**src/design/adbr_pkg.sv**
```systemverilog
package adbr_pkg;

  // Ring geometry
  localparam int RING_WORDS = 4096;
  localparam int RING_AW    = $clog2(RING_WORDS);

  // Field and register widths
  localparam int ADDR_W     = 24;
  localparam int LEN_W      = 18;
  localparam int WORD_W     = 32;
  localparam int FRAMES_W   = 13;
  localparam int CAP_W      = 15;
  localparam int CW_W       = CAP_W - 2;
  localparam int FILL_W     = 15;
  localparam int CNT_W      = 13;
  localparam int STEP_SH    = 5;
  localparam int CFG_IDX_W  = 2;
  localparam int CFG_DATA_W = 15;

  localparam logic [CAP_W-1:0] CAP_RESET = 15'd16384;

  // Configuration register indexes
  localparam logic [CFG_IDX_W-1:0] CFG_DMA_ON       = 2'd0;
  localparam logic [CFG_IDX_W-1:0] CFG_AI_EMULATION = 2'd1;
  localparam logic [CFG_IDX_W-1:0] CFG_CAPACITY     = 2'd2;

  typedef enum logic [1:0] {
    MODE_LEN_WRITE = 2'd0,
    MODE_DMA_WORD  = 2'd1,
    MODE_PLAY      = 2'd2,
    MODE_LEN_READ  = 2'd3
  } mode_t;

  // Where the played sample of a result comes from
  typedef enum logic [1:0] {
    SRC_ZERO = 2'd0,
    SRC_HELD = 2'd1,
    SRC_RING = 2'd2
  } sample_src_t;

  typedef struct packed {
    mode_t               mode;
    logic [ADDR_W-1:0]   dma_address;
    logic [LEN_W-1:0]    dma_length;
    logic [WORD_W-1:0]   dma_word;
    logic                request_first;
    logic [FRAMES_W-1:0] request_frames;
  } adbr_in_t;

  typedef struct packed {
    logic              ai_busy;
    logic              fifo_full;
    logic              interrupt;
    logic              fetch_valid;
    logic [ADDR_W-1:0] fetch_address;
    logic              word_taken;
    logic [WORD_W-1:0] play_sample;
    logic              underrun;
    logic [LEN_W-1:0]  length_readback;
  } adbr_out_t;

  // Result as it leaves the control logic, sample still to be resolved
  typedef struct packed {
    logic              ai_busy;
    logic              fifo_full;
    logic              interrupt;
    logic              fetch_valid;
    logic [ADDR_W-1:0] fetch_address;
    logic              word_taken;
    sample_src_t       src;
    logic              underrun;
    logic [LEN_W-1:0]  length_readback;
  } adbr_res_t;

  // Ring memory access for one word
  typedef struct packed {
    logic               we;
    logic [RING_AW-1:0] waddr;
    logic [WORD_W-1:0]  wdata;
    logic               re;
    logic [RING_AW-1:0] raddr;
  } adbr_ram_req_t;

endpackage

```
**src/design/adbr_ostage.sv**
```systemverilog
module adbr_ostage (
  input  logic                               clk,
  input  logic                               rst,
  input  logic                               in_valid,
  output logic                               in_stall,
  output logic                               accept,
  input  adbr_pkg::adbr_res_t                res,
  input  logic [adbr_pkg::WORD_W-1:0]        ram_rdata,
  output logic                               out_valid,
  input  logic                               out_stall,
  output adbr_pkg::adbr_out_t                out_data
);

  adbr_pkg::adbr_res_t         res_q;
  logic [adbr_pkg::WORD_W-1:0] held_sample;

  // A new word enters whenever the result register is free or being emptied.
  assign in_stall = out_valid && out_stall;
  assign accept   = in_valid && !in_stall;

  always_ff @(posedge clk) begin
    if (rst) begin
      out_valid <= 1'b0;
    end else if (accept) begin
      out_valid <= 1'b1;
    end else if (!out_stall) begin
      out_valid <= 1'b0;
    end
  end

  always_ff @(posedge clk) begin
    if (accept) begin
      res_q <= res;
    end
  end

  // The last sample read from the ring is kept for repeats.
  always_ff @(posedge clk) begin
    if (rst) begin
      held_sample <= '0;
    end else if (out_valid && (res_q.src == adbr_pkg::SRC_RING)) begin
      held_sample <= ram_rdata;
    end
  end

  always_comb begin
    out_data.ai_busy         = res_q.ai_busy;
    out_data.fifo_full       = res_q.fifo_full;
    out_data.interrupt       = res_q.interrupt;
    out_data.fetch_valid     = res_q.fetch_valid;
    out_data.fetch_address   = res_q.fetch_address;
    out_data.word_taken      = res_q.word_taken;
    out_data.underrun        = res_q.underrun;
    out_data.length_readback = res_q.length_readback;
    case (res_q.src)
      adbr_pkg::SRC_RING: out_data.play_sample = ram_rdata;
      adbr_pkg::SRC_HELD: out_data.play_sample = held_sample;
      default:            out_data.play_sample = '0;
    endcase
  end

endmodule

```
**config.mk**
```make
export PLATFORM = sky130hd
export DESIGN_NAME = adbr_ostage
export DESIGN_NICKNAME = d
export VERILOG_FILES = /design/src/design/adbr_pkg.sv /design/src/design/adbr_ostage.sv
export SDC_FILE = /design/constraint.sdc
export NUM_CORES = 1
export LEC_CHECK = 0
export BUFFER_PORTS_ARGS = -buffer_cell sky130_fd_sc_hd__buf_2
export CAP_MARGIN = 15
export CORE_MARGIN = 5
export CORE_UTILIZATION = 43
export CTS_BUF_LIST = sky130_fd_sc_hd__clkbuf_16
export CTS_CLUSTER_DIAMETER = 30
export DETAILED_ROUTE_END_ITERATION = 8
export PLACE_DENSITY = 0.76
export RECOVER_POWER = 25
export SLEW_MARGIN = 20
export SYNTH_ARGS = -nofsm -noshare
export SYNTH_HDL_FRONTEND = slang
export SYNTH_SLANG_ARGS = --single-unit
```
**constraint.sdc**
```tcl
create_clock -name clk -period 3.1 [get_ports clk]
set_input_delay 0 -clock clk [delete_from_list [all_inputs] [get_ports clk]]
set_output_delay 0 -clock clk [all_outputs]
set_load 0.005 [all_outputs]
```
==> impl_metrics.tcl <==
set metrics [dict create \
    core_area_mm2 0.00911 \
    gp_congestion 0.689 \
    seq_area_frac_synth_pct 54.8 \
    holdBufCountCts 84 \
    worst-path-max-fanout 32 \
    max-slew-margin-rel_pct 41.4 \
    worstHoldPathType "in -> reg" \
    busiest_layer "met2" \
    antenna_found_initial 0 \
    slew_violations 0 \
    viasPerCell 4.93 \
    drt_first_pass_iters 5 \
    drtAntennaViolNets 0 \
    start_util_pct 43.4 \
    end_kind "primary output" \
    fin_nets 605 \
    tightest_slew_ps 879 \
    grt_pass1_vias 3296 \
    arrival_ps 2120 \
    required_ps 3100 \
    tns_ps 0 \
    hpwl_um 5690 \
    setup_viol 0 \
    holdPathStages 2 \
    synth.top_cell.area_share_pct 38.0 \
    ys_seq_elements 83 \
    status "completed" \
    cts_tree "done" \
    clock_latency_ps 320 \
    crit_path_start_kind "register" \
    drc 0 \
    max_freq_ghz 0.472 \
    whs_endpoint "held_sample[26]" \
    routed_wl_um 10300 \
    dieWidth_um 106 \
    drtIter0Drc 138 \
    yosysWarnings 0 \
    vias 3121 \
    die-area_mm2 0.0112 \
    use_met3_pct 4.72 \
    fin_crit_sh_pct 68.3 \
    layout_min_cycle_time_ps 2120 \
    grtUsageMet1_pct 22.8 \
    synth_area_leaders "edfxtp_1, dfxtp_1, buf_4" \
    netlist_area_mm2 0.00395 \
    finalClockSkew_ps 4.08 \
    reg2reg_slack_ps 1320 \
    grt.total_usage_pct 18.6 \
    hold_viol_final 0 \
    port_buffers 168 \
    rows 35 \
    die_h_um 106 \
    r2r_cells 4 \
    post_drt_wl_per_cell_um 16.3 \
    cts_buffer_depth 2 \
    grt_max_degree 97 \
    cts-root-buf "clkbuf_16" \
    synth_fp_nets 415 \
    power_density_mw_per_mm2 483 \
    area_delta_synth_final_pct 40.1 \
    cts_buffers 9 \
    cts_sinks 83 \
    clk_pin_slew_ps 60 \
    post-route-util_pct 60.7 \
    crit_start "res_q[20]" \
    maxCapViolCount 0 \
    leakage_nw 2.28 \
    cts_setup_buffers 0 \
    antenna_cells 0 \
    grt_util_met2_pct 32.6 \
    worstHoldStart "rst" \
    yosysTopAreaCell "edfxtp_1" \
    cts-resized-gates 0 \
    grt_pass1_wl_um 16700 \
    ir_drop_uv 364 \
    avgSynthCellArea_um2 12.1 \
    timing.rr.end "out_valid" \
    synthCells 327 \
    overflow 0 \
    drive_gt1_share_pct 40.4 \
    ioPinCount 169 \
    regToRegStartpoint "out_valid" \
    critPathKind "reg -> out" \
    htree_levels 3 \
    yosysUniqueCellTypes 20 \
    rsz0062_at_grt "false" \
]
## cells in the final DEF (no fill, tap or decap)
master,Yosys,layout
a21bo_1,32,32
a21oi_1,25,25
a21oi_2,8,8
a22oi_1,17,17
a22oi_2,15,15
and2_1,1,1
buf_12,1,1
buf_2,9,158
buf_4,50,2
bufinv_16,0,1
clkbuf_1,5,10
clkbuf_16,0,9
clkinvlp_4,0,3
dfxtp_1,33,32
dfxtp_2,0,1
dlygate4sd3_1,0,84
edfxtp_1,50,50
ha_2,0,1
ha_4,0,1
inv_1,2,3
inv_6,0,1
inv_8,0,1
nand3_1,24,24
nand3_2,8,8
nor2_1,33,33
nor2b_4,0,1
## how the worst max path moves through the flow
| stage | endpoint | slack [ps] | cells past startpoint |
|---|---|---|---|
| 5_1_grt | out_data[48] | 800 | 5 |
| 2_1_floorplan | out_data[0] | 690 | 3 |
| 6_report | out_data[20] | 980 | 5 |
| 4_1_cts | out_data[20] | 970 | 5 |
| 3_5_place_dp | out_data[20] | 1330 | 5 |
| 3_3_place_gp | out_data[43] | 1400 | 5 |
## critical path: stages, from the launching register on
cell and delay (ps):
edfxtp_1 430, inv_1 90, ha_2 750, a22oi_1 210
nor2_1 160, buf_2 140
## routing by layer
metal,up-vias,share of wire [%]
li1,1508,-
met1,1472,42
met2,130,49
met3,11,7.6
met4,0,0.94
met5,-,0
## logic make-up after synthesis
family	after synthesis	synth area share (%)
AND/OR/NAND/NOR	67	8.52
buffers and inverters	78	15.1
adder cells (fa/ha/maj)	2	0.634
flip-flops	83	54.8
AO/OA/AOI/OAI	97	21.0
## power by group
part           switching [mW]  internal, mW
sequential             0.0179          1.23
clock                   0.434         0.629
combinational           0.178         0.183
total                   0.629          2.04
## area by class of cell
cell class	count	area (um^2)
repair buffers	255	1700
clock inverters	7	76.3
inverters	2	7.51
fillers	715	3580
flip-flops and latches	83	2160
well taps	111	139
multi-input cells	166	1210
clock buffers	9	225
## synthesized netlist by cell type, drive strengths merged
cell type  count
nor2b          1
buf           71
nand3         32
a21bo         32
ha             2
dfxtp         33
clkbuf         5
inv            2
a21oi         33
edfxtp        50
a22oi         32
and2           1
nor2          33
## stage by stage
stage,setup slack [ps],hold slack [ps],cells,total power [mW],instance area (um^2)
finish,983,243,633,2.67,5530
global route,795,260,633,2.79,5530
CTS,971,233,633,2.69,5540
detailed placement,1330,178,533,1.54,4400
global placement,1400,177,533,1.53,4400
floorplan,690,98.9,327,1.46,3950
## flip-flops by register name (all words and copies together) (netlist names)
register and cells:
out_valid 1, res_q 2, held_sample 32, out_data 48
Note: power is estimated with default switching activity, not from simulation.
