### config.mk
export PLATFORM = sky130hd
export DESIGN_NAME = adbr_ctrl
export DESIGN_NICKNAME = d
export VERILOG_FILES = /design/src/design/adbr_pkg.sv /design/src/design/adbr_ctrl.sv
export SDC_FILE = /design/constraint.sdc
export NUM_CORES = 1
export LEC_CHECK = 0
export BUFFER_PORTS_ARGS = -buffer_cell sky130_fd_sc_hd__buf_2
export CAP_MARGIN = 20
export CORE_MARGIN = 4
export CORE_UTILIZATION = 62
export CTS_CLUSTER_SIZE = 8
export DETAILED_ROUTE_END_ITERATION = 10
export PLACE_DENSITY = 0.9
export SYNTH_ARGS = -nofsm -noshare
export SYNTH_HDL_FRONTEND = slang
export SYNTH_SLANG_ARGS = --single-unit
### constraint.sdc
create_clock -name clk -period 28 [get_ports clk]
set_input_delay 4.2 -clock clk [delete_from_list [all_inputs] [get_ports clk]]
set_output_delay 4.2 -clock clk [all_outputs]
set_load 0.05 [all_outputs]
### src/design/adbr_pkg.sv
package adbr_pkg;

  // Ring geometry
  localparam int RING_WORDS = 4096;
  localparam int RING_AW    = $clog2(RING_WORDS);

  // Field and register widths
  localparam int ADDR_W     = 24;
  localparam int LEN_W      = 18;
  localparam int WORD_W     = 32;
  localparam int FRAMES_W   = 13;
  localparam int CAP_W      = 15;
  localparam int CW_W       = CAP_W - 2;
  localparam int FILL_W     = 15;
  localparam int CNT_W      = 13;
  localparam int STEP_SH    = 5;
  localparam int CFG_IDX_W  = 2;
  localparam int CFG_DATA_W = 15;

  localparam logic [CAP_W-1:0] CAP_RESET = 15'd16384;

  // Configuration register indexes
  localparam logic [CFG_IDX_W-1:0] CFG_DMA_ON       = 2'd0;
  localparam logic [CFG_IDX_W-1:0] CFG_AI_EMULATION = 2'd1;
  localparam logic [CFG_IDX_W-1:0] CFG_CAPACITY     = 2'd2;

  typedef enum logic [1:0] {
    MODE_LEN_WRITE = 2'd0,
    MODE_DMA_WORD  = 2'd1,
    MODE_PLAY      = 2'd2,
    MODE_LEN_READ  = 2'd3
  } mode_t;

  // Where the played sample of a result comes from
  typedef enum logic [1:0] {
    SRC_ZERO = 2'd0,
    SRC_HELD = 2'd1,
    SRC_RING = 2'd2
  } sample_src_t;

  typedef struct packed {
    mode_t               mode;
    logic [ADDR_W-1:0]   dma_address;
    logic [LEN_W-1:0]    dma_length;
    logic [WORD_W-1:0]   dma_word;
    logic                request_first;
    logic [FRAMES_W-1:0] request_frames;
  } adbr_in_t;

  typedef struct packed {
    logic              ai_busy;
    logic              fifo_full;
    logic              interrupt;
    logic              fetch_valid;
    logic [ADDR_W-1:0] fetch_address;
    logic              word_taken;
    logic [WORD_W-1:0] play_sample;
    logic              underrun;
    logic [LEN_W-1:0]  length_readback;
  } adbr_out_t;

  // Result as it leaves the control logic, sample still to be resolved
  typedef struct packed {
    logic              ai_busy;
    logic              fifo_full;
    logic              interrupt;
    logic              fetch_valid;
    logic [ADDR_W-1:0] fetch_address;
    logic              word_taken;
    sample_src_t       src;
    logic              underrun;
    logic [LEN_W-1:0]  length_readback;
  } adbr_res_t;

  // Ring memory access for one word
  typedef struct packed {
    logic               we;
    logic [RING_AW-1:0] waddr;
    logic [WORD_W-1:0]  wdata;
    logic               re;
    logic [RING_AW-1:0] raddr;
  } adbr_ram_req_t;

endpackage

### src/design/adbr_ctrl.sv
module adbr_ctrl (
  input  logic                               clk,
  input  logic                               rst,
  input  logic                               accept,
  input  adbr_pkg::adbr_in_t                 item,
  input  logic                               cfg_write,
  input  logic [adbr_pkg::CFG_IDX_W-1:0]     cfg_index,
  input  logic [adbr_pkg::CFG_DATA_W-1:0]    cfg_data,
  output adbr_pkg::adbr_ram_req_t            ram_req,
  output adbr_pkg::adbr_res_t                res
);

  // Configuration registers
  logic                         dma_on;
  logic                         ai_emulation;
  logic [adbr_pkg::CAP_W-1:0]   ring_capacity;

  // Descriptor, ring and tracker state
  logic [adbr_pkg::ADDR_W-1:0]  primary_address, primary_address_next;
  logic [adbr_pkg::LEN_W-1:0]   primary_bytes, primary_bytes_next;
  logic [adbr_pkg::ADDR_W-1:0]  secondary_address, secondary_address_next;
  logic [adbr_pkg::LEN_W-1:0]   secondary_bytes, secondary_bytes_next;
  logic [adbr_pkg::RING_AW-1:0] write_index, write_index_next;
  logic [adbr_pkg::RING_AW-1:0] read_index, read_index_next;
  logic [adbr_pkg::FILL_W-1:0]  fill_level, fill_level_next;
  logic [adbr_pkg::LEN_W-1:0]   previous_length, previous_length_next;
  logic [adbr_pkg::LEN_W-1:0]   tracked_length, tracked_length_next;
  logic [adbr_pkg::CNT_W-1:0]   tracked_count, tracked_count_next;
  logic                         request_granted, request_granted_next;
  logic                         status_busy, status_busy_next;
  logic                         status_full, status_full_next;

  // Working values
  logic [adbr_pkg::CW_W-1:0]    cap_words;
  logic [adbr_pkg::FILL_W-1:0]  cap_bytes;
  logic [adbr_pkg::RING_AW:0]   write_inc;
  logic [adbr_pkg::RING_AW:0]   read_inc;
  logic                         fetch_now;
  logic [adbr_pkg::FILL_W-1:0]  want_bytes;
  logic [adbr_pkg::LEN_W+1:0]   readback_limit;
  logic [adbr_pkg::LEN_W:0]     read_step;
  logic [adbr_pkg::LEN_W-1:0]   remain;

  // Capacity in words, clamped to one word .. the whole memory.
  always_comb begin
    cap_words = ring_capacity[adbr_pkg::CAP_W-1:2];
    if (cap_words == '0) begin
      cap_words = adbr_pkg::CW_W'(1);
    end
    if (cap_words > adbr_pkg::RING_WORDS) begin
      cap_words = adbr_pkg::CW_W'(adbr_pkg::RING_WORDS);
    end
  end

  assign cap_bytes = {cap_words, 2'b00};
  assign write_inc = {1'b0, write_index} + 1'b1;
  assign read_inc  = {1'b0, read_index} + 1'b1;
  assign fetch_now = dma_on && (fill_level < cap_bytes) && (primary_bytes != '0);
  assign want_bytes = {item.request_frames, 2'b00};
  assign readback_limit = {2'b00, previous_length} + {1'b0, previous_length, 1'b0}
                          - {2'b00, previous_length} + {4'b0, previous_length[17:2]};
  assign read_step = {({1'b0, tracked_count} + 1'b1), {adbr_pkg::STEP_SH{1'b0}}};

  // Next state and result for the word at the input.
  always_comb begin
    primary_address_next   = primary_address;
    primary_bytes_next     = primary_bytes;
    secondary_address_next = secondary_address;
    secondary_bytes_next   = secondary_bytes;
    write_index_next       = write_index;
    read_index_next        = read_index;
    fill_level_next        = fill_level;
    previous_length_next   = previous_length;
    tracked_length_next    = tracked_length;
    tracked_count_next     = tracked_count;
    request_granted_next   = request_granted;
    status_busy_next       = status_busy;
    status_full_next       = status_full;
    remain                 = '0;

    ram_req.we    = 1'b0;
    ram_req.waddr = write_index;
    ram_req.wdata = {item.dma_word[15:0], item.dma_word[31:16]};
    ram_req.re    = 1'b0;
    ram_req.raddr = read_index;

    res.interrupt       = 1'b0;
    res.word_taken      = 1'b0;
    res.src             = adbr_pkg::SRC_ZERO;
    res.underrun        = 1'b0;
    res.length_readback = '0;

    case (item.mode)
      adbr_pkg::MODE_LEN_WRITE: begin
        if (item.dma_length == '0) begin
          status_busy_next = 1'b0;
          status_full_next = 1'b0;
          res.interrupt    = 1'b1;
        end else begin
          previous_length_next = item.dma_length;
          // A pending secondary folds into the primary with the overlap adjustment.
          if (secondary_bytes != '0) begin
            if (secondary_bytes > primary_bytes) begin
              primary_address_next = secondary_address
                                     + adbr_pkg::ADDR_W'(secondary_bytes - primary_bytes);
            end else begin
              primary_address_next = secondary_address;
              primary_bytes_next   = secondary_bytes;
            end
          end
          secondary_address_next = item.dma_address;
          secondary_bytes_next   = item.dma_length;
          if (primary_bytes_next == '0) begin
            primary_address_next   = item.dma_address;
            primary_bytes_next     = item.dma_length;
            secondary_address_next = '0;
            secondary_bytes_next   = '0;
          end
          if (ai_emulation) begin
            status_busy_next = 1'b1;
            status_full_next = (primary_bytes_next != '0) && (secondary_bytes_next != '0);
          end
        end
      end

      adbr_pkg::MODE_DMA_WORD: begin
        if (fetch_now) begin
          ram_req.we     = accept;
          res.word_taken = 1'b1;
          write_index_next = (write_inc >= {1'b0, cap_words}) ? '0
                             : write_inc[adbr_pkg::RING_AW-1:0];
          fill_level_next      = fill_level + adbr_pkg::FILL_W'(4);
          primary_address_next = primary_address + adbr_pkg::ADDR_W'(4);
          primary_bytes_next   = (primary_bytes <= adbr_pkg::LEN_W'(4)) ? '0
                                 : primary_bytes - adbr_pkg::LEN_W'(4);
          // Primary exhausted: promote the secondary.
          if (primary_bytes_next == '0) begin
            primary_address_next   = secondary_address;
            primary_bytes_next     = secondary_bytes;
            secondary_address_next = '0;
            secondary_bytes_next   = '0;
            if (ai_emulation) begin
              tracked_length_next = '0;
              tracked_count_next  = '0;
              status_busy_next    = (secondary_bytes != '0);
              status_full_next    = 1'b0;
              res.interrupt       = 1'b1;
            end
          end
        end
      end

      adbr_pkg::MODE_PLAY: begin
        if (dma_on && (want_bytes <= cap_bytes)) begin
          if (item.request_first) begin
            request_granted_next = (want_bytes <= fill_level);
          end
          if (item.request_frames == '0) begin
            res.src = adbr_pkg::SRC_HELD;
          end else if (request_granted_next && (fill_level >= adbr_pkg::FILL_W'(4))) begin
            res.src         = adbr_pkg::SRC_RING;
            ram_req.re      = accept;
            read_index_next = (read_inc >= {1'b0, cap_words}) ? '0
                              : read_inc[adbr_pkg::RING_AW-1:0];
            fill_level_next = fill_level - adbr_pkg::FILL_W'(4);
          end else begin
            res.src      = adbr_pkg::SRC_HELD;
            res.underrun = 1'b1;
          end
        end
      end

      adbr_pkg::MODE_LEN_READ: begin
        if (ai_emulation && (previous_length != '0)) begin
          remain = ({5'b0, fill_level} > readback_limit) ? previous_length : primary_bytes;
          if (remain == tracked_length) begin
            // Same length seen again: report it one read step lower.
            if ({1'b0, remain} > read_step) begin
              tracked_count_next = tracked_count + 1'b1;
              remain = remain - {tracked_count_next, {adbr_pkg::STEP_SH{1'b0}}};
            end
          end else begin
            tracked_count_next  = '0;
            tracked_length_next = remain;
          end
          res.length_readback = {remain[adbr_pkg::LEN_W-1:3], 3'b000};
        end
      end

      default: begin
      end
    endcase

    res.ai_busy     = status_busy_next;
    res.fifo_full   = status_full_next;
    res.fetch_valid = dma_on && (fill_level_next < cap_bytes) && (primary_bytes_next != '0);
    res.fetch_address = res.fetch_valid ? primary_address_next : '0;
  end

  // State registers; a capacity write empties the ring.
  always_ff @(posedge clk) begin
    if (rst) begin
      dma_on            <= 1'b0;
      ai_emulation      <= 1'b1;
      ring_capacity     <= adbr_pkg::CAP_RESET;
      primary_address   <= '0;
      primary_bytes     <= '0;
      secondary_address <= '0;
      secondary_bytes   <= '0;
      write_index       <= '0;
      read_index        <= '0;
      fill_level        <= '0;
      previous_length   <= '0;
      tracked_length    <= '0;
      tracked_count     <= '0;
      request_granted   <= 1'b0;
      status_busy       <= 1'b0;
      status_full       <= 1'b0;
    end else begin
      if (accept) begin
        primary_address   <= primary_address_next;
        primary_bytes     <= primary_bytes_next;
        secondary_address <= secondary_address_next;
        secondary_bytes   <= secondary_bytes_next;
        write_index       <= write_index_next;
        read_index        <= read_index_next;
        fill_level        <= fill_level_next;
        previous_length   <= previous_length_next;
        tracked_length    <= tracked_length_next;
        tracked_count     <= tracked_count_next;
        request_granted   <= request_granted_next;
        status_busy       <= status_busy_next;
        status_full       <= status_full_next;
      end
      if (cfg_write) begin
        case (cfg_index)
          adbr_pkg::CFG_DMA_ON: begin
            dma_on <= cfg_data[0];
          end
          adbr_pkg::CFG_AI_EMULATION: begin
            ai_emulation <= cfg_data[0];
          end
          adbr_pkg::CFG_CAPACITY: begin
            ring_capacity <= cfg_data;
            write_index   <= '0;
            read_index    <= '0;
            fill_level    <= '0;
          end
          default: begin
          end
        endcase
      end
    end
  end

  // The ring never holds more than its capacity.
  a_fill_bound: assert property (@(posedge clk) disable iff (rst)
    fill_level <= cap_bytes)
    else $error("ring fill level above capacity");

  // A ring read only happens when a word is stored.
  a_read_has_data: assert property (@(posedge clk) disable iff (rst)
    ram_req.re |-> (fill_level >= adbr_pkg::FILL_W'(4)))
    else $error("ring read while empty");

  // A word is only stored while the ring has room.
  a_write_has_room: assert property (@(posedge clk) disable iff (rst)
    ram_req.we |-> (fill_level < cap_bytes) && (primary_bytes != '0))
    else $error("ring write without room or descriptor");

  // Indexes stay inside the ring in use.
  a_index_bound: assert property (@(posedge clk) disable iff (rst)
    ({1'b0, write_index} < {1'b0, cap_words}) && ({1'b0, read_index} < {1'b0, cap_words}))
    else $error("ring index beyond capacity");

endmodule

==> key figures, run 1 <==
Run status
  – Outcome: completed

Worst setup path
  – Crit. End Element: primary output
  – R2R setup slack: 17630 ps
  – Max FO, Critical Path: 41
  – Worst r2r src: previous_length[2]
  – Critical Path AT: 11330 ps
  – Worst r2r path cells: 39
  – Startpoint types: flop
  – RR Endpoint: tracked_count[1]
  – Crit-path slowest cell: nand3b_1
  – CP Class: reg2out
  – CP peak stage delay: 710 ps
  – Cell class contributing the biggest share of worst-path delay: compound AO/OA/AOI/OAI gates
  – CP bufs+invs: 6
  – Cell mode on critical path: a21oi_1
  – Crit path required time: 23800 ps

GRT
  – GR peak layer: met2
  – Met3 GRT Util: 7.93%
  – Total track usage: 37.4%
  – Antenna violations before repair: 1
  – Met1 GRT Util: 50.7%
  – Vias in the first global route: 18800
  – GRT overflow: 0
  – Largest net degree at the start of global routing: 87
  – Global-route wire length before repair: 102 mm
  – Met2 usage: 58.6%

Routing
  – First DRT Iteration DRCs: 2625
  – Drt pass-1 iters: 6
  – Routed WL: 66.2 mm
  – Via density: 6.81
  – WL/cell: 22.1 um
  – Vias: 20400
  – DR DRC count: 0
  – DRT antenna net count: 0

Power
  – Leakage power: 8.99 nW
  – Peak supply drop: 0.0000480 V
  – Power Total: 0.000914 W
  – Power Density: 44.4 mW/mm^2

Clock tree
  – Clock Tree Root: clkbuf_16
  – Post-CTS Setup Bufs: 0
  – CTS tree: done
  – CTS Buf Count: 17
  – Cts repair resizes: 0
  – Clock sink count: 188
  – Clk slew on worst S/H paths: 90 ps
  – Cts-stage hold buffer count: 0
  – Worst-case clock buffer depth: 2
  – Clock latency on the worst-skew pair: 470 ps
  – CTS H-tree depth: 4

Cells and area
  – Layout cells sized above 1: 11.4%
  – Nets@finish: 2927
  – Post-Route Utilization: 67.1%
  – Number of fill cells: 2585
  – Multi-input logic area: 0.0142 mm^2
  – Area Overhead vs Synth: 6.60%
  – Storage element area: 0.00376 mm^2

Timing
  – Post-layout minimum cycle time: 15530 ps
  – Fmax achieved: 64.4 MHz
  – Worst setup margin: 12470 ps
  – Final Hold Viols: 0
  – Final setup fails: 0
  – Least-Margin Pin Slew: 1080 ps
  – Post-Route Setup TNS: 0 ps
  – Slew Limit Fails: 0
  – Worst Clk Skew: 16.0 ps
  – Crit share post-route: 55.5%
  – Worst slew margin: 27.6%
  – RSZ-0062 raised after global routing: no

Synth
  – Synth Cell Area: 0.0193 mm^2
  – Post-synth ARST share: 0%
  – Cells after synthesis: 2558
  – Synth Flop Type: dfxtp_1
  – Most frequent cells after synthesis: nor2_1 (260), nand2_1 (215), ha_1 (206), dfxtp_1 (188), a21oi_1 (167)
  – Synthesized area per cell: 7.55 um^2
  – Flops & latches, synth: 188
  – EDFF count, synth: 0
  – Ranking of synthesized cells by area: dfxtp_1 (19%), ha_1 (13%), nor2_1 (5.1%)
  – Count of cell types in the netlist: 93
  – Most frequent cell after synthesis: nor2_1
  – Register area share after synthesis: 19.5%
  – Area share of the largest cell type after synthesis: 19.5%
  – Largest area contributor in the netlist: dfxtp_1
  – Yosys warns: 0

Min path
  – Worst Hold Depth: 2
  – Hold Startpoint: ring_capacity[2]
  – WHS Endpoint: ring_capacity[2]
  – Hold/Removal Path Class: reg2reg

Floorplanning
  – DIE AREA: 0.0340 mm^2
  – Std-Cell Rows: 64
  – Die Span Y: 184 um
  – Core area: 0.0307 mm^2
  – Initial Util: 63.0%
  – Num ports: 219
  – Die W: 184 um

Placed design
  – Post-DP HPWL: 50.0 mm
  – Port Buffers: 150
  – Dpl ws: 13280 ps
  – Final GP Congestion: 1.03

Run
  – Max_cap viols: 0
per-stage QoR:
| step | instance area [um^2] | cells | hold WS, ps |
|---|---|---|---|
| 2_1_floorplan | 19300 | 2560 | 436 |
| 3_3_place_gp | 20000 | 2966 | 459 |
| 3_5_place_dp | 20000 | 2966 | 468 |
| 4_1_cts | 20600 | 2998 | 482 |
| 5_1_grt | 20600 | 3002 | 500 |
| 6_report | 20600 | 3003 | 483 |
worst max path at each step:
stage          cells past startpoint               start       to  slack [ps]
2_1_floorplan                     38  previous_length[2]  res[14]       14560
3_3_place_gp                      40  previous_length[2]   res[5]       13720
3_5_place_dp                      40  previous_length[2]   res[5]       13280
4_1_cts                           40  previous_length[2]   res[5]       12720
5_1_grt                           40  previous_length[2]   res[5]       11570
6_report                          40  previous_length[2]   res[5]       12470
state kept, by name, indices dropped and copies added, names as in the netlist:
name	flops
status_busy	1
ring_capacity	13
tracked_count	13
primary_address	24
read_index	12
status_full	1
request_granted	1
fill_level	13
secondary_address	24
ai_emulation	1
primary_bytes	18
write_index	12
secondary_bytes	18
previous_length	18
dma_on	1
tracked_length	18
cell usage in the layout, fill, tap and decap left out, drive strengths merged, types with 12 or more instances in the layout:
| cell | n |
|---|---|
| a221oi | 12 |
| nand3 | 74 |
| fa | 18 |
| nor2b | 30 |
| and2 | 13 |
| and3 | 36 |
| a22oi | 56 |
| a31oi | 22 |
| or3 | 12 |
| buf | 174 |
| a21oi | 167 |
| ha | 206 |
| o21a | 22 |
| dfxtp | 188 |
| a21o | 44 |
| nor3 | 75 |
| a211oi | 62 |
| o211a | 12 |
| inv | 154 |
| mux2 | 13 |
| mux2i | 51 |
| nand2 | 215 |
| clkbuf | 19 |
| o21ba | 12 |
| xnor2 | 72 |
| nand2b | 39 |
| nand4 | 45 |
| a21boi | 13 |
| or2 | 19 |
| nor2 | 281 |
| o21bai | 13 |
| nor4 | 34 |
| o2111ai | 12 |
| xor2 | 65 |
| o21ai | 146 |
| o211ai | 24 |
where the power goes:
part / leakage [nW] / internal [W] / total [W] / switching [W]
registers: 1.53 / 0.000276 / 0.000296 / 0.0000195
clock network: 0.291 / 0.000121 / 0.000255 / 0.000133
logic: 7.17 / 0.000135 / 0.000363 / 0.000229
total: 8.99 / 0.000532 / 0.000914 / 0.000382
worst reg2reg max path: cells and delay by family, from the launching register on:
kind	cells	cell delay [ps]
AOI/OAI and AO/OA	17	4710
xor gates and xnor gates	2	400
adders and majority gates	7	2490
buffers and inverters	5	710
DFF	1	560
and+or+nand+nor	8	1430
kinds of logic (layout without fill, tap and decap cells):
| group | after synthesis | count (layout) | share of synthesized area, % |
|---|---|---|---|
| compound gates | 722 | 722 | 25.5 |
| mux | 64 | 64 | 3.40 |
| fa+ha+maj | 224 | 224 | 15.2 |
| xor+xnor | 137 | 137 | 6.21 |
| flops | 188 | 188 | 19.5 |
| simple gates | 912 | 912 | 23.1 |
| other cells | 1 | 5 | 0.0194 |
| buf+inv | 310 | 355 | 7.07 |
area by class of cell:
cell class / instances / area share [%]
Inverter: 148 / 2.71
Timing Repair Buffer: 175 / 4.56
Clock inverter: 14 / 0.839
Multi-Input combinational cell: 2062 / 69.1
Tap cell: 396 / 2.41
Antenna cell: 2 / 0.0243
Clock buffer: 18 / 2.09
Sequential cell: 188 / 18.3
routing by layer:
layer / vias to the layer above / wire length (um)
met3: 222 / 8050
li1: 9321 / -
met1: 9562 / 26400
met2: 1337 / 29100
met5: - / 0
met4: 0 / 2600
Note: power is estimated with default switching activity, not from simulation.
==> run 2, diff against run 1 <==
- CORE_UTILIZATION: 62 -> 55
- PLACE_DENSITY: 0.9 -> 0.85
- clock period: 28 -> 13.1 ns (I/O delays scaled with it)
==> run 2 against run 1 <==
- cell area rose by 0.35%
- clock-buffer cell count down 1
- register-to-register slack got worse by 14000 ps
- first-iteration DRC count up 4.1%
- total power grew 110%
- sequential cell count is the same
- routed wire length is 1.2% higher
- largest cell class unchanged
==> key figures, run 2 (synthesized netlist as in run 1, its figures left out) <==
GRT
  – Global-route wire length before repair: 104 mm (+1.4%)
  – Vias in the first global route: 19100 (+1.6%)
  – Largest net degree at the start of global routing: 81 (-6.9%)
  – GRT overflow: 0 (unchanged)
  – Total track usage: 33.1% (-4.3 points)
  – Antenna violations before repair: 0 (-1)

Power
  – Peak supply drop: 0.0000906 V (+89%)
  – Clock power frac: 27.6% (-0.3 points)
  – Sequential Power Share: 32.6% (+0.2 points)
  – Comb pwr share: 39.8% (about the same)
  – Power Density: 94.0 mW/mm^2 (+110%)
  – Sw Share: 41.6% (-0.16 points)
  – Power Total: 0.00194 W (+110%)
  – Net Switching: 0.000808 W (+110%)
  – Leakage power: 9.00 nW (+0.12%)
  – Cell-internal power: 0.00113 W (+110%)

Routing
  – Met2 routed WL: 29.8 mm (+2.2%)
  – Metal3 WL: 7.92 mm (-1.6%)
  – Top sig layer: met4
  – WL/cell: 21.9 um (-0.83%)
  – Via density: 6.67 (-2.1%)
  – Vias: 20400 (-0.12%)
  – First DRT Iteration DRCs: 2732 (+4.1%)
  – DRT antenna net count: 0 (unchanged)
  – Routed WL: 67.0 mm (+1.2%)
  – Drt pass-1 iters: 6 (unchanged)
  – DR DRC count: 0 (unchanged)
  – M1 WL: 26.6 mm (+0.52%)

Floorplanning
  – Die Span Y: 195 um (+5.9%)
  – Die W: 195 um (+5.9%)
  – Core area: 0.0346 mm^2 (+13%)
  – Num ports: 219 (unchanged)
  – Std-Cell Rows: 68 (+6.3%)
  – DIE AREA: 0.0382 mm^2 (+12%)
  – Initial Util: 55.8% (-7.2 points)

Cells and area
  – Most frequent cells in the layout: nor2_1 (259), nand2_1 (215), ha_1 (206)
  – Final Cell Area: 0.0207 mm^2 (+0.35%)
  – Multi-input logic area: 0.0142 mm^2 (unchanged)
  – Storage element area: 0.00376 mm^2 (unchanged)
  – Regs by FF count: primary_address: 24 flops, secondary_address: 24 flops
  – # diodes: 0 (-2)
  – Nets@finish: 2931 (+0.14%)
  – Commonest non-fill, non-tap cell in the layout: nor2_1
  – Area Overhead vs Synth: 6.98%
  – Layout cells sized above 1: 11.6% (+0.14 points)
  – Number of fill cells: 3066 (+19%)
  – Fin cells: 3063 (+2.0%)

Worst setup path
  – Crit-path slowest cell: dfxtp_1
  – CP peak stage delay: 590 ps (-120 ps)
  – Crit path required time: 11140 ps (-12660 ps)
  – Crit. End Element: primary output
  – Max FO, Critical Path: 18 (-56%)
  – Startpoint types: flop
  – R2R setup slack: 3360 ps (-14270 ps)
  – Cell mode on critical path: a21oi_1
  – CP Class: reg2out
  – CP bufs+invs: 5 (-1)
  – Cell class contributing the biggest share of worst-path delay: compound AO/OA/AOI/OAI gates
  – Critical Path AT: 10290 ps (-1040 ps)

Timing
  – Final setup fails: 0 (unchanged)
  – Worst slew margin: 23.0% (-4.6 points)
  – Worst setup margin: 841 ps (-11620 ps)
  – Worst Clk Skew: 20.0 ps (+3.92 ps)
  – RSZ-0062 raised after global routing: no
  – Least-Margin Pin Slew: 1150 ps (+69.1 ps)
  – Slew Limit Fails: 0 (unchanged)
  – Crit share post-route: 93.6%
  – Post-Route Setup TNS: 0 ps (unchanged)
  – Fmax achieved: 81.6 MHz
  – Final Hold Viols: 0 (unchanged)
  – Post-layout minimum cycle time: 12260 ps

Clock tree
  – Cts-stage hold buffer count: 0 (unchanged)
  – Clock latency on the worst-skew pair: 470 ps (about the same)
  – Worst-case clock buffer depth: 2 (unchanged)
  – Clock Tree Root: clkbuf_16
  – CTS Buf Count: 17 (unchanged)
  – Clock sink count: 188 (unchanged)
  – CTS H-tree depth: 4 (unchanged)
  – Clk slew on worst S/H paths: 80 ps (about the same)
  – CTS tree: done

Run
  – Max_cap viols: 0 (unchanged)

Placed design
  – Port Buffers: 150 (unchanged)
  – Post-DP HPWL: 50.9 mm (+1.8%)
  – Dpl ws: 1160 ps (-12120 ps)
  – Final GP Congestion: 0.998 (-3.6%)
  – DP Cell Count: 3026 (+2.0%)
  – Area after DPL: 0.0200 mm^2 (+0.41%)

Min path
  – Hold/Removal Path Class: reg2reg

Run status
  – Outcome: completed
-- run 2: changes by cell type in the layout (fill, tap and decap cells not counted) --
| cell | before | now |
|---|---|---|
| clkinv_8 | 5 | 1 |
| inv_8 | 2 | 5 |
| diode_2 | 2 | 0 |
| buf_4 | 25 | 29 |
| inv_6 | 5 | 4 |
| clkbuf_1 | 1 | 0 |
| clkinv_4 | 1 | 3 |
-- run 2: worst paths after layout --
check                          start                to  cells after the start
setup / recovery  previous_length[2]            res[5]                     37
hold reg to reg     ring_capacity[8]  ring_capacity[8]                      2
hold / removal      ring_capacity[8]  ring_capacity[8]                      2
setup reg to reg  previous_length[2]  tracked_count[1]                     36
-- run 2: metrics by stage --
step	hold WS, ps	util, %
2_1_floorplan	436	-
3_3_place_gp	457	57.8
3_5_place_dp	470	57.9
4_1_cts	483	59.5
5_1_grt	507	59.6
6_report	486	59.6
-- run 2: timing repair --
item                       4_1_cts  5_1_grt
resized for setup                0        0
setup endpoints to repair        0        2
setup buffers                    0        4
-- run 2: cell type report --
class                      count  area share (%)
clock inverter                14           0.727
timing repair buffer         179            4.69
inverter                     148            2.70
tap                          455            2.76
clock buffer                  17            2.06
sequential                   188            18.2
multi-input combinational   2062            68.8
-- run 2: worst reg2reg max path, delay by kind of cell, from the launching register on --
family	cells	cell delay [ps]
compound gates	17	4430
simple gates	7	1430
xor+xnor	2	330
flops	1	590
fa+ha+maj	6	2340
buf+inv	4	540
-- run 2: power groups by stage --
| stage | registers, W | logic, W | clock network [W] |
|---|---|---|---|
| global route | 0.000634 | 0.000834 | 0.000563 |
| finish | 0.000632 | 0.000773 | 0.000537 |
| floorplan | 0.000622 | 0.000589 | 0 |
| CTS | 0.000629 | 0.000750 | 0.000541 |
| global placement | 0.000642 | 0.000717 | 0 |
| detailed placement | 0.000642 | 0.000744 | 0 |
-- run 2: layer usage --
metal	vias up	global-route usage [%]
met5	-	0
met4	0	13.8
met3	212	7.51
met2	1322	52.1
met1	9565	43.8
li1	9319	-
